### config.mk
export PLATFORM = sky130hd
export DESIGN_NAME = text_console_char_writer_core
export DESIGN_NICKNAME = d
export VERILOG_FILES = /design/src/hw/rtl/tccw_pkg.sv /design/src/hw/rtl/tccw_front.sv /design/src/hw/rtl/tccw_queue.sv /design/src/hw/rtl/tccw_back.sv /design/src/hw/rtl/text_console_char_writer_core.sv
export SDC_FILE = /design/constraint.sdc
export NUM_CORES = 1
export LEC_CHECK = 0
export ABC_CLOCK_PERIOD_IN_PS = 3200
export BUFFER_PORTS_ARGS = -buffer_cell sky130_fd_sc_hd__buf_2
export CAP_MARGIN = 10
export CORE_MARGIN = 5
export CORE_UTILIZATION = 24
export CTS_BUF_LIST = sky130_fd_sc_hd__clkbuf_4 sky130_fd_sc_hd__clkbuf_8
export DETAILED_ROUTE_END_ITERATION = 12
export GPL_ROUTABILITY_DRIVEN = 0
export REMOVE_ABC_BUFFERS = 1
export SETUP_SLACK_MARGIN = 0.2
export SLEW_MARGIN = 20
export SYNTH_ARGS = -nofsm -noshare
export SYNTH_HDL_FRONTEND = slang
export SYNTH_SLANG_ARGS = --single-unit
### constraint.sdc
create_clock -name clk -period 3.2 [get_ports clk]
set_input_delay 0.16 -clock clk [delete_from_list [all_inputs] [get_ports clk]]
set_output_delay 0.16 -clock clk [all_outputs]
set_load 0.05 [all_outputs]
### src/hw/rtl/tccw_pkg.sv
// Shared types and constants for the text console character writer.
// No dependencies; used by all modules under hw/rtl.
`timescale 1ns / 1ps

package tccw_pkg;

  // Screen geometry and behavior constants
  localparam int WIDTH      = 80;
  localparam int HEIGHT     = 25;
  localparam int START_ROW  = 0;
  localparam int TAB_SPACES = 4;

  // Field widths fixed by the interface
  localparam int CHAR_W  = 8;
  localparam int COLOR_W = 4;
  localparam int COL_W   = 7;
  localparam int ROW_W   = 5;
  localparam int POS_W   = 11;
  localparam int DATA_W  = 16;

  // Internal cell index width, wide enough for every cell of the screen
  localparam int CELLS   = WIDTH * HEIGHT;
  localparam int CELL_W  = $clog2(CELLS);
  localparam int TAB_W   = (TAB_SPACES > 1) ? $clog2(TAB_SPACES) : 1;
  localparam int START_ROW_EFF = (START_ROW < HEIGHT) ? START_ROW : 0;

  // Command queue between front and back
  localparam int QDEPTH  = 2;
  localparam int QPTR_W  = (QDEPTH > 1) ? $clog2(QDEPTH) : 1;
  localparam int QCNT_W  = $clog2(QDEPTH + 1);

  // Character codes
  localparam logic [CHAR_W-1:0] CH_NUL   = 8'h00;
  localparam logic [CHAR_W-1:0] CH_BS    = 8'h08;
  localparam logic [CHAR_W-1:0] CH_TAB   = 8'h09;
  localparam logic [CHAR_W-1:0] CH_LF    = 8'h0A;
  localparam logic [CHAR_W-1:0] CH_SPACE = 8'h20;

  // Command operations
  localparam logic [2:0] OP_NONE  = 3'd0;
  localparam logic [2:0] OP_PRINT = 3'd1;
  localparam logic [2:0] OP_BS    = 3'd2;
  localparam logic [2:0] OP_TAB   = 3'd3;
  localparam logic [2:0] OP_LF    = 3'd4;

  // Register indexes
  localparam logic REG_FG = 1'b0;
  localparam logic REG_BG = 1'b1;

  typedef struct packed {
    logic [2:0]        op;
    logic [CHAR_W-1:0] ch;
  } cmd_t;

endpackage

### src/hw/rtl/tccw_front.sv
// Front end: classifies incoming character bytes into commands.
// Depends on tccw_pkg; feeds tccw_queue.
`timescale 1ns / 1ps

module tccw_front (
  input  logic                          in_valid,
  input  logic [tccw_pkg::CHAR_W-1:0]   char_byte,
  input  logic                          q_full,
  output logic                          in_ready,
  output logic                          push,
  output tccw_pkg::cmd_t                cmd
);

  logic [2:0] op;

  always_comb begin
    case (char_byte)
      tccw_pkg::CH_NUL: op = tccw_pkg::OP_NONE;
      tccw_pkg::CH_BS:  op = tccw_pkg::OP_BS;
      tccw_pkg::CH_TAB: op = tccw_pkg::OP_TAB;
      tccw_pkg::CH_LF:  op = tccw_pkg::OP_LF;
      default:          op = tccw_pkg::OP_PRINT;
    endcase
  end

  assign in_ready = !q_full;
  // NUL is consumed here and never reaches the back end
  assign push     = in_valid && !q_full && (op != tccw_pkg::OP_NONE);
  assign cmd.op   = op;
  assign cmd.ch   = char_byte;

endmodule

### src/hw/rtl/tccw_queue.sv
// Short command queue decoupling front and back ends.
// Depends on tccw_pkg.
`timescale 1ns / 1ps

module tccw_queue (
  input  logic            clk,
  input  logic            rst,
  input  logic            push,
  input  tccw_pkg::cmd_t  push_cmd,
  input  logic            pop,
  output logic            full,
  output logic            head_valid,
  output tccw_pkg::cmd_t  head_cmd
);

  tccw_pkg::cmd_t                  mem [tccw_pkg::QDEPTH];
  logic [tccw_pkg::QPTR_W-1:0]     wr_ptr;
  logic [tccw_pkg::QPTR_W-1:0]     rd_ptr;
  logic [tccw_pkg::QCNT_W-1:0]     count;

  localparam logic [tccw_pkg::QPTR_W-1:0] PTR_LAST = tccw_pkg::QPTR_W'(tccw_pkg::QDEPTH - 1);
  localparam logic [tccw_pkg::QCNT_W-1:0] CNT_FULL = tccw_pkg::QCNT_W'(tccw_pkg::QDEPTH);

  assign full       = (count == CNT_FULL);
  assign head_valid = (count != '0);
  assign head_cmd   = mem[rd_ptr];

  always_ff @(posedge clk) begin
    if (push) begin
      mem[wr_ptr] <= push_cmd;
    end
  end

  always_ff @(posedge clk) begin
    if (rst) begin
      wr_ptr <= '0;
      rd_ptr <= '0;
      count  <= '0;
    end else begin
      if (push) begin
        wr_ptr <= (wr_ptr == PTR_LAST) ? '0 : wr_ptr + 1'b1;
      end
      if (pop) begin
        rd_ptr <= (rd_ptr == PTR_LAST) ? '0 : rd_ptr + 1'b1;
      end
      case ({push, pop})
        2'b10:   count <= count + 1'b1;
        2'b01:   count <= count - 1'b1;
        default: count <= count;
      endcase
    end
  end

endmodule

### src/hw/rtl/tccw_back.sv
// Back end: cursor state, cell write generation and output register.
// Depends on tccw_pkg; takes commands from tccw_queue.
`timescale 1ns / 1ps

module tccw_back (
  input  logic                           clk,
  input  logic                           rst,
  input  logic                           head_valid,
  input  tccw_pkg::cmd_t                 head_cmd,
  input  logic [tccw_pkg::COLOR_W-1:0]   ink_color,
  input  logic [tccw_pkg::COLOR_W-1:0]   paper_color,
  output logic                           pop,
  output logic                           out_valid,
  input  logic                           out_ready,
  output logic                           cell_write,
  output logic [tccw_pkg::POS_W-1:0]     cell_address,
  output logic [tccw_pkg::DATA_W-1:0]    cell_data,
  output logic [tccw_pkg::POS_W-1:0]     cursor_position,
  output logic                           last
);

  localparam int CW = tccw_pkg::CELL_W;
  localparam logic [tccw_pkg::COL_W-1:0] LAST_COL = tccw_pkg::COL_W'(tccw_pkg::WIDTH - 1);
  localparam logic [tccw_pkg::ROW_W-1:0] LAST_ROW = tccw_pkg::ROW_W'(tccw_pkg::HEIGHT - 1);
  localparam logic [CW-1:0] LAST_POS  = CW'(tccw_pkg::CELLS - 1);
  localparam logic [CW-1:0] ROW_STEP  = CW'(tccw_pkg::WIDTH);
  localparam logic [CW-1:0] RESET_POS = CW'(tccw_pkg::START_ROW_EFF * tccw_pkg::WIDTH);
  localparam logic [tccw_pkg::ROW_W-1:0] RESET_ROW = tccw_pkg::ROW_W'(tccw_pkg::START_ROW_EFF);
  localparam logic [tccw_pkg::TAB_W-1:0] TAB_LAST = tccw_pkg::TAB_W'(tccw_pkg::TAB_SPACES - 1);

  // pos tracks row * WIDTH + col incrementally, so no multiplier is needed
  logic [tccw_pkg::COL_W-1:0] col, col_next;
  logic [tccw_pkg::ROW_W-1:0] row, row_next;
  logic [CW-1:0]              pos, pos_next;
  logic [tccw_pkg::TAB_W-1:0] tab_cnt;

  logic                          fire;
  logic                          emit;
  logic                          done;
  logic                          r_write;
  logic [CW-1:0]                 r_addr;
  logic [tccw_pkg::CHAR_W-1:0]   r_char;
  logic                          r_last;

  assign fire = head_valid && (!out_valid || out_ready);
  assign pop  = fire && done;

  always_comb begin
    col_next = col;
    row_next = row;
    pos_next = pos;
    emit     = 1'b0;
    done     = 1'b1;
    r_write  = 1'b0;
    r_addr   = '0;
    r_char   = '0;
    r_last   = 1'b1;
    case (head_cmd.op)
      tccw_pkg::OP_PRINT, tccw_pkg::OP_TAB: begin
        emit    = 1'b1;
        r_write = 1'b1;
        r_addr  = pos;
        r_char  = (head_cmd.op == tccw_pkg::OP_TAB) ? tccw_pkg::CH_SPACE : head_cmd.ch;
        r_last  = (head_cmd.op == tccw_pkg::OP_PRINT) || (tab_cnt == TAB_LAST);
        done    = r_last;
        if (col == LAST_COL) begin
          col_next = '0;
          row_next = (row == LAST_ROW) ? '0 : row + 1'b1;
        end else begin
          col_next = col + 1'b1;
        end
        pos_next = (pos == LAST_POS) ? '0 : pos + 1'b1;
      end
      tccw_pkg::OP_LF: begin
        emit     = 1'b1;
        col_next = '0;
        row_next = (row == LAST_ROW) ? '0 : row + 1'b1;
        pos_next = (row == LAST_ROW) ? '0 : pos - CW'(col) + ROW_STEP;
      end
      tccw_pkg::OP_BS: begin
        // home cell: dropped without a result
        if (col != '0 || row != '0) begin
          emit     = 1'b1;
          r_write  = 1'b1;
          r_char   = tccw_pkg::CH_SPACE;
          pos_next = pos - 1'b1;
          r_addr   = pos - 1'b1;
          if (col != '0) begin
            col_next = col - 1'b1;
          end else begin
            col_next = LAST_COL;
            row_next = row - 1'b1;
          end
        end
      end
      default: begin
        done = 1'b1;
      end
    endcase
  end

  always_ff @(posedge clk) begin
    if (rst) begin
      col       <= '0;
      row       <= RESET_ROW;
      pos       <= RESET_POS;
      tab_cnt   <= '0;
      out_valid <= 1'b0;
    end else begin
      if (fire) begin
        col <= col_next;
        row <= row_next;
        pos <= pos_next;
        if (head_cmd.op == tccw_pkg::OP_TAB) begin
          tab_cnt <= done ? '0 : tab_cnt + 1'b1;
        end
      end
      if (fire && emit) begin
        out_valid <= 1'b1;
      end else if (out_ready) begin
        out_valid <= 1'b0;
      end
    end
  end

  always_ff @(posedge clk) begin
    if (fire && emit) begin
      cell_write      <= r_write;
      cell_address    <= tccw_pkg::POS_W'(r_addr);
      cell_data       <= r_write ? {paper_color, ink_color, r_char} : '0;
      cursor_position <= tccw_pkg::POS_W'(pos_next);
      last            <= r_last;
    end
  end

endmodule

### src/hw/rtl/text_console_char_writer_core.sv
// A byte is written into the command queue, then its first result into the
// output register. Throughput: one byte per cycle for printable, backspace
// and line feed while out_ready is high; a tab holds the back end for
// TAB_SPACES results, one space each. NUL is dropped in the front end and
// yields nothing. Reset (rst, synchronous): queue and output empty, cursor
// at START_ROW, column 0, colors fg 7 / bg 0.
`timescale 1ns / 1ps

module text_console_char_writer_core (
  input  logic                           clk,
  input  logic                           rst,
  // character request channel
  input  logic                           in_valid,
  output logic                           in_ready,
  input  logic [tccw_pkg::CHAR_W-1:0]    char_byte,
  // result channel
  output logic                           out_valid,
  input  logic                           out_ready,
  output logic                           cell_write,
  output logic [tccw_pkg::POS_W-1:0]     cell_address,
  output logic [tccw_pkg::DATA_W-1:0]    cell_data,
  output logic [tccw_pkg::POS_W-1:0]     cursor_position,
  output logic                           last,
  // register port
  input  logic                           psel,
  input  logic                           penable,
  input  logic                           pwrite,
  input  logic [2:0]                     paddr,
  input  logic [31:0]                    pwdata,
  output logic [31:0]                    prdata,
  output logic                           pready
);

  logic [tccw_pkg::COLOR_W-1:0] ink_color;
  logic [tccw_pkg::COLOR_W-1:0] paper_color;
  logic                         q_full;
  logic                         push;
  logic                         pop;
  logic                         head_valid;
  tccw_pkg::cmd_t               push_cmd;
  tccw_pkg::cmd_t               head_cmd;
  logic                         reg_sel;

  assign pready  = 1'b1;
  assign reg_sel = paddr[2];

  always_ff @(posedge clk) begin
    if (rst) begin
      ink_color   <= 4'd7;
      paper_color <= 4'd0;
    end else if (psel && penable && pwrite) begin
      if (reg_sel == tccw_pkg::REG_FG) begin
        ink_color <= pwdata[tccw_pkg::COLOR_W-1:0];
      end else begin
        paper_color <= pwdata[tccw_pkg::COLOR_W-1:0];
      end
    end
  end

  always_comb begin
    prdata = '0;
    if (reg_sel == tccw_pkg::REG_FG) begin
      prdata[tccw_pkg::COLOR_W-1:0] = ink_color;
    end else begin
      prdata[tccw_pkg::COLOR_W-1:0] = paper_color;
    end
  end

  tccw_front u_front (
    .in_valid  (in_valid),
    .char_byte (char_byte),
    .q_full    (q_full),
    .in_ready  (in_ready),
    .push      (push),
    .cmd       (push_cmd)
  );

  tccw_queue u_queue (
    .clk        (clk),
    .rst        (rst),
    .push       (push),
    .push_cmd   (push_cmd),
    .pop        (pop),
    .full       (q_full),
    .head_valid (head_valid),
    .head_cmd   (head_cmd)
  );

  tccw_back u_back (
    .clk             (clk),
    .rst             (rst),
    .head_valid      (head_valid),
    .head_cmd        (head_cmd),
    .ink_color       (ink_color),
    .paper_color     (paper_color),
    .pop             (pop),
    .out_valid       (out_valid),
    .out_ready       (out_ready),
    .cell_write      (cell_write),
    .cell_address    (cell_address),
    .cell_data       (cell_data),
    .cursor_position (cursor_position),
    .last            (last)
  );

endmodule

Word level (Yosys, flattened, before mapping). Memories as Yosys holds them, arrays and structs flattened. A register that Yosys moved wholly into a read port is not among the register bits. Index checks and enable logic that the tools add are counted.

Register bits after elaboration: 78. RAM bits: 22. Input bits: 50. Output and inout bits: 75. Memories kept: 1.

Add/sub/neg operators: 13. Equal/unequal tests: 17. Multiplexer cells: 34. Bitwise operators: 1. Reductions and logical operators: 27.

Memories: u_queue.mem (depth 2, bits a word 11, rd ports 1, clocked after memory_dff 1, wr ports 1, line tccw_queue.sv:16) `tccw_pkg::cmd_t mem [tccw_pkg::QDEPTH];`.

Operators by type and width (count): $mux W11 (4); $pmux W11 S3 (1); $eq A8 B4 Y1 const B (3); $pmux W11 S2 (1); $mux W7 (3); $pmux W7 S3 (1); $mux W5 (4); $pmux W8 S2 (1); $pmux W5 S3 (1); $pmux W3 S4 (1); $add A11 B1 Y11 const B (1); $add A11 B7 Y11 const B (1); $eq A11 B11 Y1 const B (1); $sub A11 B1 Y11 const B (1); $sub A11 B7 Y11 (1); $mux W1 (10); $logic_not A8 Y1 (1); $mux W8 (1); $add A7 B1 Y7 const B (1); $eq A7 B7 Y1 const B (1); $logic_and A1 B1 Y1 (7); $reduce_bool A7 Y1 (1); $sub A7 B1 Y7 const B (1); $eq A2 B2 Y1 const B (3); other kinds (28) (41).

Logic depth before layout (Yosys ltp).
Depth after elaboration: 6. Depth in mapped cells: 13.

Modules after synthesis. From an unflattened synthesis, not the netlist that was laid out.

Cell total of the unflattened synthesis: 627. Area, all modules: 6057.1 um^2.

Modules (own cells, without submodules): tccw_back (times used 1, cells an instance 481, area each 4300.4 um^2, seq. area each 1721.7 um^2); tccw_queue (times used 1, cells an instance 56, area each 997.2 um^2, seq. area each 760.7 um^2); text_console_char_writer_core (times used 1, cells an instance 71, area each 628.1 um^2, seq. area each 160.2 um^2); tccw_front (times used 1, cells an instance 19, area each 131.4 um^2, seq. area each 0.0 um^2).

Worst setup path after synthesis. No wires, ideal clock.

Path type: reg2reg. Start: register u_back.col[0] (netlist name). End: register u_back.col[1] (netlist name). Setup time: 0.137 ns. Arrival time: 2.848 ns. Path slack: 0.216 ns. Cell stages (with the launch flop): 12. Buffers on the path: 2. Period minus slack after synthesis: 2.984 ns. Cells stage by stage: dfxtp_1 > clkbuf_1 > inv_1 > ha_1 > nor3b_2 > and3_1 > buf_2 > o211ai_2 > nand2_1 > clkinv_1 > o211ai_1 > a21oi_1.

Longest elaborated chain between the ends: 4. Elaborated cells on any way between the ends: 11. Those cells by class: 2 x add/sub; 2 x eq/ne; 4 x mux; 3 x reduce/logical.

RTL lines: start: declaration (line tccw_back.sv:32) `logic [tccw_pkg::COL_W-1:0] col, col_next;`; start signal: assignment (line tccw_back.sv:111) `col <= col_next;`; $sub A7 B1 Y7 or $reduce_bool A7 Y1 (tied branches) (line tccw_back.sv:89, tccw_back.sv:82, tccw_back.sv:88); $mux W7 or $logic_or A1 B1 Y1 (tied branches) (line tccw_back.sv:88, tccw_back.sv:82); $mux W7 or $ne A2 B1 Y1 (tied branches); $pmux W7 S3 or $reduce_and A3 Y1 (tied branches).

Several ways; a longest one is shown, not always the timed one. The select of a mux whose other input is x is not followed. A chain may end at the register's enable or synchronous reset.

Worst setup path after layout.
Start: register u_back.col[1] (netlist name). End: register u_back.cursor_position[7] (netlist name) (data pin).

Longest elaborated chain between the ends: 4. Elaborated cells on any way between the ends: 7. Those cells by class: 2 x add/sub; 3 x mux; 2 x reduce/logical.

RTL lines: $sub A11 B7 Y11 or $reduce_bool A7 Y1 (tied branches) (line tccw_back.sv:78, tccw_back.sv:82); $add A11 B7 Y11 or $logic_or A1 B1 Y1 (tied branches) (line tccw_back.sv:78, tccw_back.sv:82); $mux W11 (on tied branches) (line tccw_back.sv:78, tccw_back.sv:82); $pmux W11 S3 * (line tccw_back.sv:58) `case (head_cmd.op)`; net u_back.pos_next[7] (line tccw_back.sv:34) `logic [CW-1:0] pos, pos_next;`; end signal: assignment (line tccw_back.sv:131) `cursor_position <= tccw_pkg::POS_W'(pos_next);`; end: declaration (line tccw_back.sv:18) `output logic [tccw_pkg::POS_W-1:0] cursor_position,`.

The timed path passes the listed nets; every way through them passes the cells marked *.

==> flow_summary.rst <==
.. list-table::
   :header-rows: 1

   * - Metric
     - Value
   * - Run status
     - completed
   * - Synth Flop Type
     - edfxtp_1
   * - Worst clock skew
     - 0.0231 ns
   * - Number of clock sinks
     - just over 100
   * - Share of total power in combinational logic
     - 0.517
   * - Total grt overflow
     - 0
   * - CP Data Required Time
     - 3.32 ns
   * - Adder and majority gate portion of the synthesized area
     - 0.0685
   * - Area of the die
     - 0.0281 mm²
   * - Number of H-tree levels
     - 3
   * - Avg Cell Area, Syn
     - 9.71 µm²
   * - Proportion of synthesized chip area in sequential cells
     - 0.444
   * - Cell at the root of the clock tree
     - clkbuf_8
   * - Sequential fraction of design power
     - 0.332
   * - Effective utilization at floorplan
     - 0.244
   * - Max Clk Rate
     - approximately 350 MHz
   * - Power density over the cells
     - 847 mW/mm²
   * - Fin crit period
     - 2.88 ns
   * - Antenna-violating nets left
     - 0
   * - Number of I/O pins
     - about 130
   * - Number of input and output port buffers inserted
     - 65
   * - Layout overhead on the synthesized area
     - 17.1%
   * - Maximum number of pins on one net before global-route repair
     - 33
   * - IR Drop Worst-Case VDD
     - 0.256 mV
   * - Cells on Worst Hold Path
     - 3
   * - Via-to-Cell Ratio
     - 4.70
   * - Most frequent cells in the layout
     - 65 x buf_2, 62 x edfxtp_1, 53 x nand2_1
   * - Number of standard cells after synthesis
     - 613
   * - Number of violations of the max-capacitance limit
     - 0
   * - Number of synthesis warnings
     - 0
   * - Combined area of all synthesized cells
     - 0.00595 mm²
   * - Cell-internal power
     - 0.00307 W
   * - Overall track demand over capacity in global routing
     - 0.105
   * - Net Sw Frac
     - 0.481
   * - Die height
     - 167 µm
   * - Number of enable-type register cells in the synthesized netlist
     - 62
   * - Share of total power in the clock network
     - 0.151
   * - Register clock-pin slew on the reported worst setup and hold paths
     - 0.12 ns
   * - Largest family of logic cells by synthesized area
     - simple AND/OR/NAND/NOR gates
   * - Register-to-Register Path Depth
     - 10
   * - Die Wd
     - about 170 µm
   * - Worst setup path class
     - register to register
   * - Asr flop ratio synth
     - 0
   * - Switching Power
     - 0.00284 W
   * - Number of standard-cell rows in the floorplan
     - 57
   * - Relative slew slack
     - 0.275
   * - Clock tree from TritonCTS
     - built
   * - Synthesized-area fraction occupied by ao, oa, aoi and oai cells
     - 0.163
   * - Worst min path class
     - input port to register
   * - Final routed wire length divided by cell count
     - 14.7 µm
   * - Antenna violations before repair
     - 1
   * - Post-layout instance count excluding filler cells
     - 1017
   * - Hold violation count in the final report
     - 0
   * - Number of register bits inferred by synthesis
     - 101
   * - DRC marker count from the first detailed-route iteration
     - 265
   * - Post-synthesis mux area share
     - 0.0492
   * - Fraction of layout instances using a drive strength above 1
     - 0.185
   * - Number of DRC violations after detailed routing
     - 0
   * - Most common cell after layout, fill and taps aside
     - buf_2
   * - Half-perimeter wire length after placement
     - 10.9 mm
   * - Clock insertion delay at the later pin of the skew report
     - 0.40 ns
   * - Bufs on Longest Clock Path
     - 2
   * - Global-route wire length before repair
     - approximately 24 mm
   * - Endpoint kind of the worst setup timing path
     - register
   * - First drt pass iteration count
     - 5
   * - R2R setup slack
     - 0.32 ns
   * - Leakage
     - 2.75 nW
   * - DP Cell Count
     - 990
   * - # setup viols final
     - 0
   * - Worst setup SP type
     - register
   * - Final worst path period share
     - 0.901
   * - Max Transition Viols Final
     - 0
   * - Placeable core region
     - 0.0244 mm²
   * - Number of CTS-inserted buffers
     - 9
   * - Setup repair after global routing missed its margin
     - yes
   * - Antenna diode count
     - 0
   * - Via count
     - 4780
   * - Total Nets Final
     - 770
   * - Worst Path Max Fanout
     - 5
   * - Post-synthesis xor/xnor area fraction
     - 0.0294
   * - Number of buffers added for setup after CTS
     - 0
   * - Via count of the first global-routing pass
     - 4650
   * - Simple-gate portion of the synthesized area
     - 0.167
   * - Wire length reported by the detailed router
     - between 10 and 15 mm
   * - Transition time at the pin with the least slew margin
     - 1.08 ns
   * - Arrival time of data at the critical path endpoint
     - 3.00 ns
   * - Distinct cells, synth
     - 71
   * - Worst hold slack after final layout
     - between 0.02 and 0.025 ns
-- logic make-up (layout without fill, tap and decap cells) --
logic type | after synthesis | after routing
and+or+nand+nor | 200 | 200
AOI/OAI and AO/OA | 141 | 141
DFF | 101 | 101
buffers and inverters | 89 | 142
adders and majority gates | 32 | 32
muxes | 28 | 28
xor gates and xnor gates | 20 | 20
other | 2 | 29
-- state kept, by name, summed over array words and instances (netlist names), named ones only --
register / flops
u_back.cell_data: 16
u_back.row: 5
u_queue.mem: 22
u_back.last: 1
paper_color: 4
u_back.cursor_position: 11
u_queue.count: 2
u_queue.rd_ptr: 1
ink_color: 4
u_back.tab_cnt: 2
u_back.col: 7
u_back.cell_address: 11
u_queue.wr_ptr: 1
u_back.out_valid: 1
u_back.cell_write: 1
u_back.pos: 11
-- synthesized netlist by cell type, drive strengths merged (4+ instances only) --
library cell | count | area share
o22ai | 12 | 0.013
edfxtp | 62 | 0.31
inv | 27 | 0.017
nand2 | 54 | 0.034
mux2i | 21 | 0.035
and2 | 12 | 0.013
nand4 | 9 | 0.0095
nor4 | 5 | 0.0063
xor2 | 7 | 0.010
a21oi | 37 | 0.033
dfxtp | 39 | 0.13
nand3 | 22 | 0.018
xnor2 | 13 | 0.019
buf | 35 | 0.044
a21o | 6 | 0.0076
o211ai | 6 | 0.0092
or3 | 5 | 0.0053
a311oi | 6 | 0.012
a211o | 4 | 0.0059
nor3b | 4 | 0.0059
nor2b | 4 | 0.0042
o21ai | 32 | 0.027
nor3 | 11 | 0.0092
nor2 | 49 | 0.031
ha | 31 | 0.065
or4 | 5 | 0.0063
mux2 | 7 | 0.014
o21a | 6 | 0.0076
a31oi | 5 | 0.0053
and3 | 9 | 0.0095
clkbuf | 26 | 0.016
-- metrics by stage --
step | setup TNS, ns | power, W | instance area (µm²) | util | setup slack, ns
floorplan | -8.24 | 0.00415 | 5700 | - | -0.202
global placement | 0 | 0.00500 | 6620 | 0.271 | 0.265
detailed placement | 0 | 0.00503 | 6620 | 0.271 | 0.196
CTS | 0 | 0.00596 | 6960 | 0.285 | 0.268
global route | 0 | 0.00630 | 6970 | 0.286 | 0.196
finish | 0 | 0.00591 | 6970 | 0.286 | 0.317
-- metal layers --
layer	part of all wire	vias to the layer above	GRT usage
met3	0.071	25	0.0229
met2	0.48	151	0.177
met1	0.43	2266	0.132
li1	-	2336	-
met4	0.022	2	0.0438
met5	0.00087	-	0
-- power by group through the flow --
stage	clock (W)	combinational, W	sequential, W
after floorplan	0	0.00144	0.00271
after global placement	0	0.00301	0.00200
after detailed placement	0	0.00303	0.00200
after CTS	0.000927	0.00306	0.00197
after global routing	0.000976	0.00332	0.00201
final	0.000890	0.00305	0.00196
-- final timing paths --
kind | start | end
setup reg to reg | u_back.col[1]$_SDFFE_PP0P_ | u_back.cursor_position[7]$_DFFE_PP_
setup / recovery | u_back.col[1]$_SDFFE_PP0P_ | u_back.cursor_position[7]$_DFFE_PP_
hold / removal | pwdata[3] | ink_color[3]$_SDFFE_PP0P_
hold reg to reg | u_back.col[1]$_SDFFE_PP0P_ | u_back.col[1]$_SDFFE_PP0P_
-- critical path, cell delays in order, from the launching register on --
cell	delay, ns
dfxtp_2	0.38
inv_1	0.09
ha_1	0.29
ha_1	0.23
fa_1	0.40
a21o_1	0.23
a221oi_4	0.30
xor2_1	0.21
nor2_1	0.08
nor3_1	0.23
o21ai_0	0.15
-- layout make-up --
class,instances,area (µm²)
flip-flops and latches,101,2650
fillers,2593,17400
clock inverters,7,98.8
repair buffers,98,626
inverters,28,105
multi-input cells,450,2970
well taps,324,405
clock buffers,9,124
-- what timing repair did --
item / 4_1_cts / 5_1_grt
setup endpoints to repair: 2 / 4
hold endpoints to repair: 21 / 0
gates resized for setup: 1 / 4
hold buffers: 11 / 0
(Power assumes the default switching activity.)
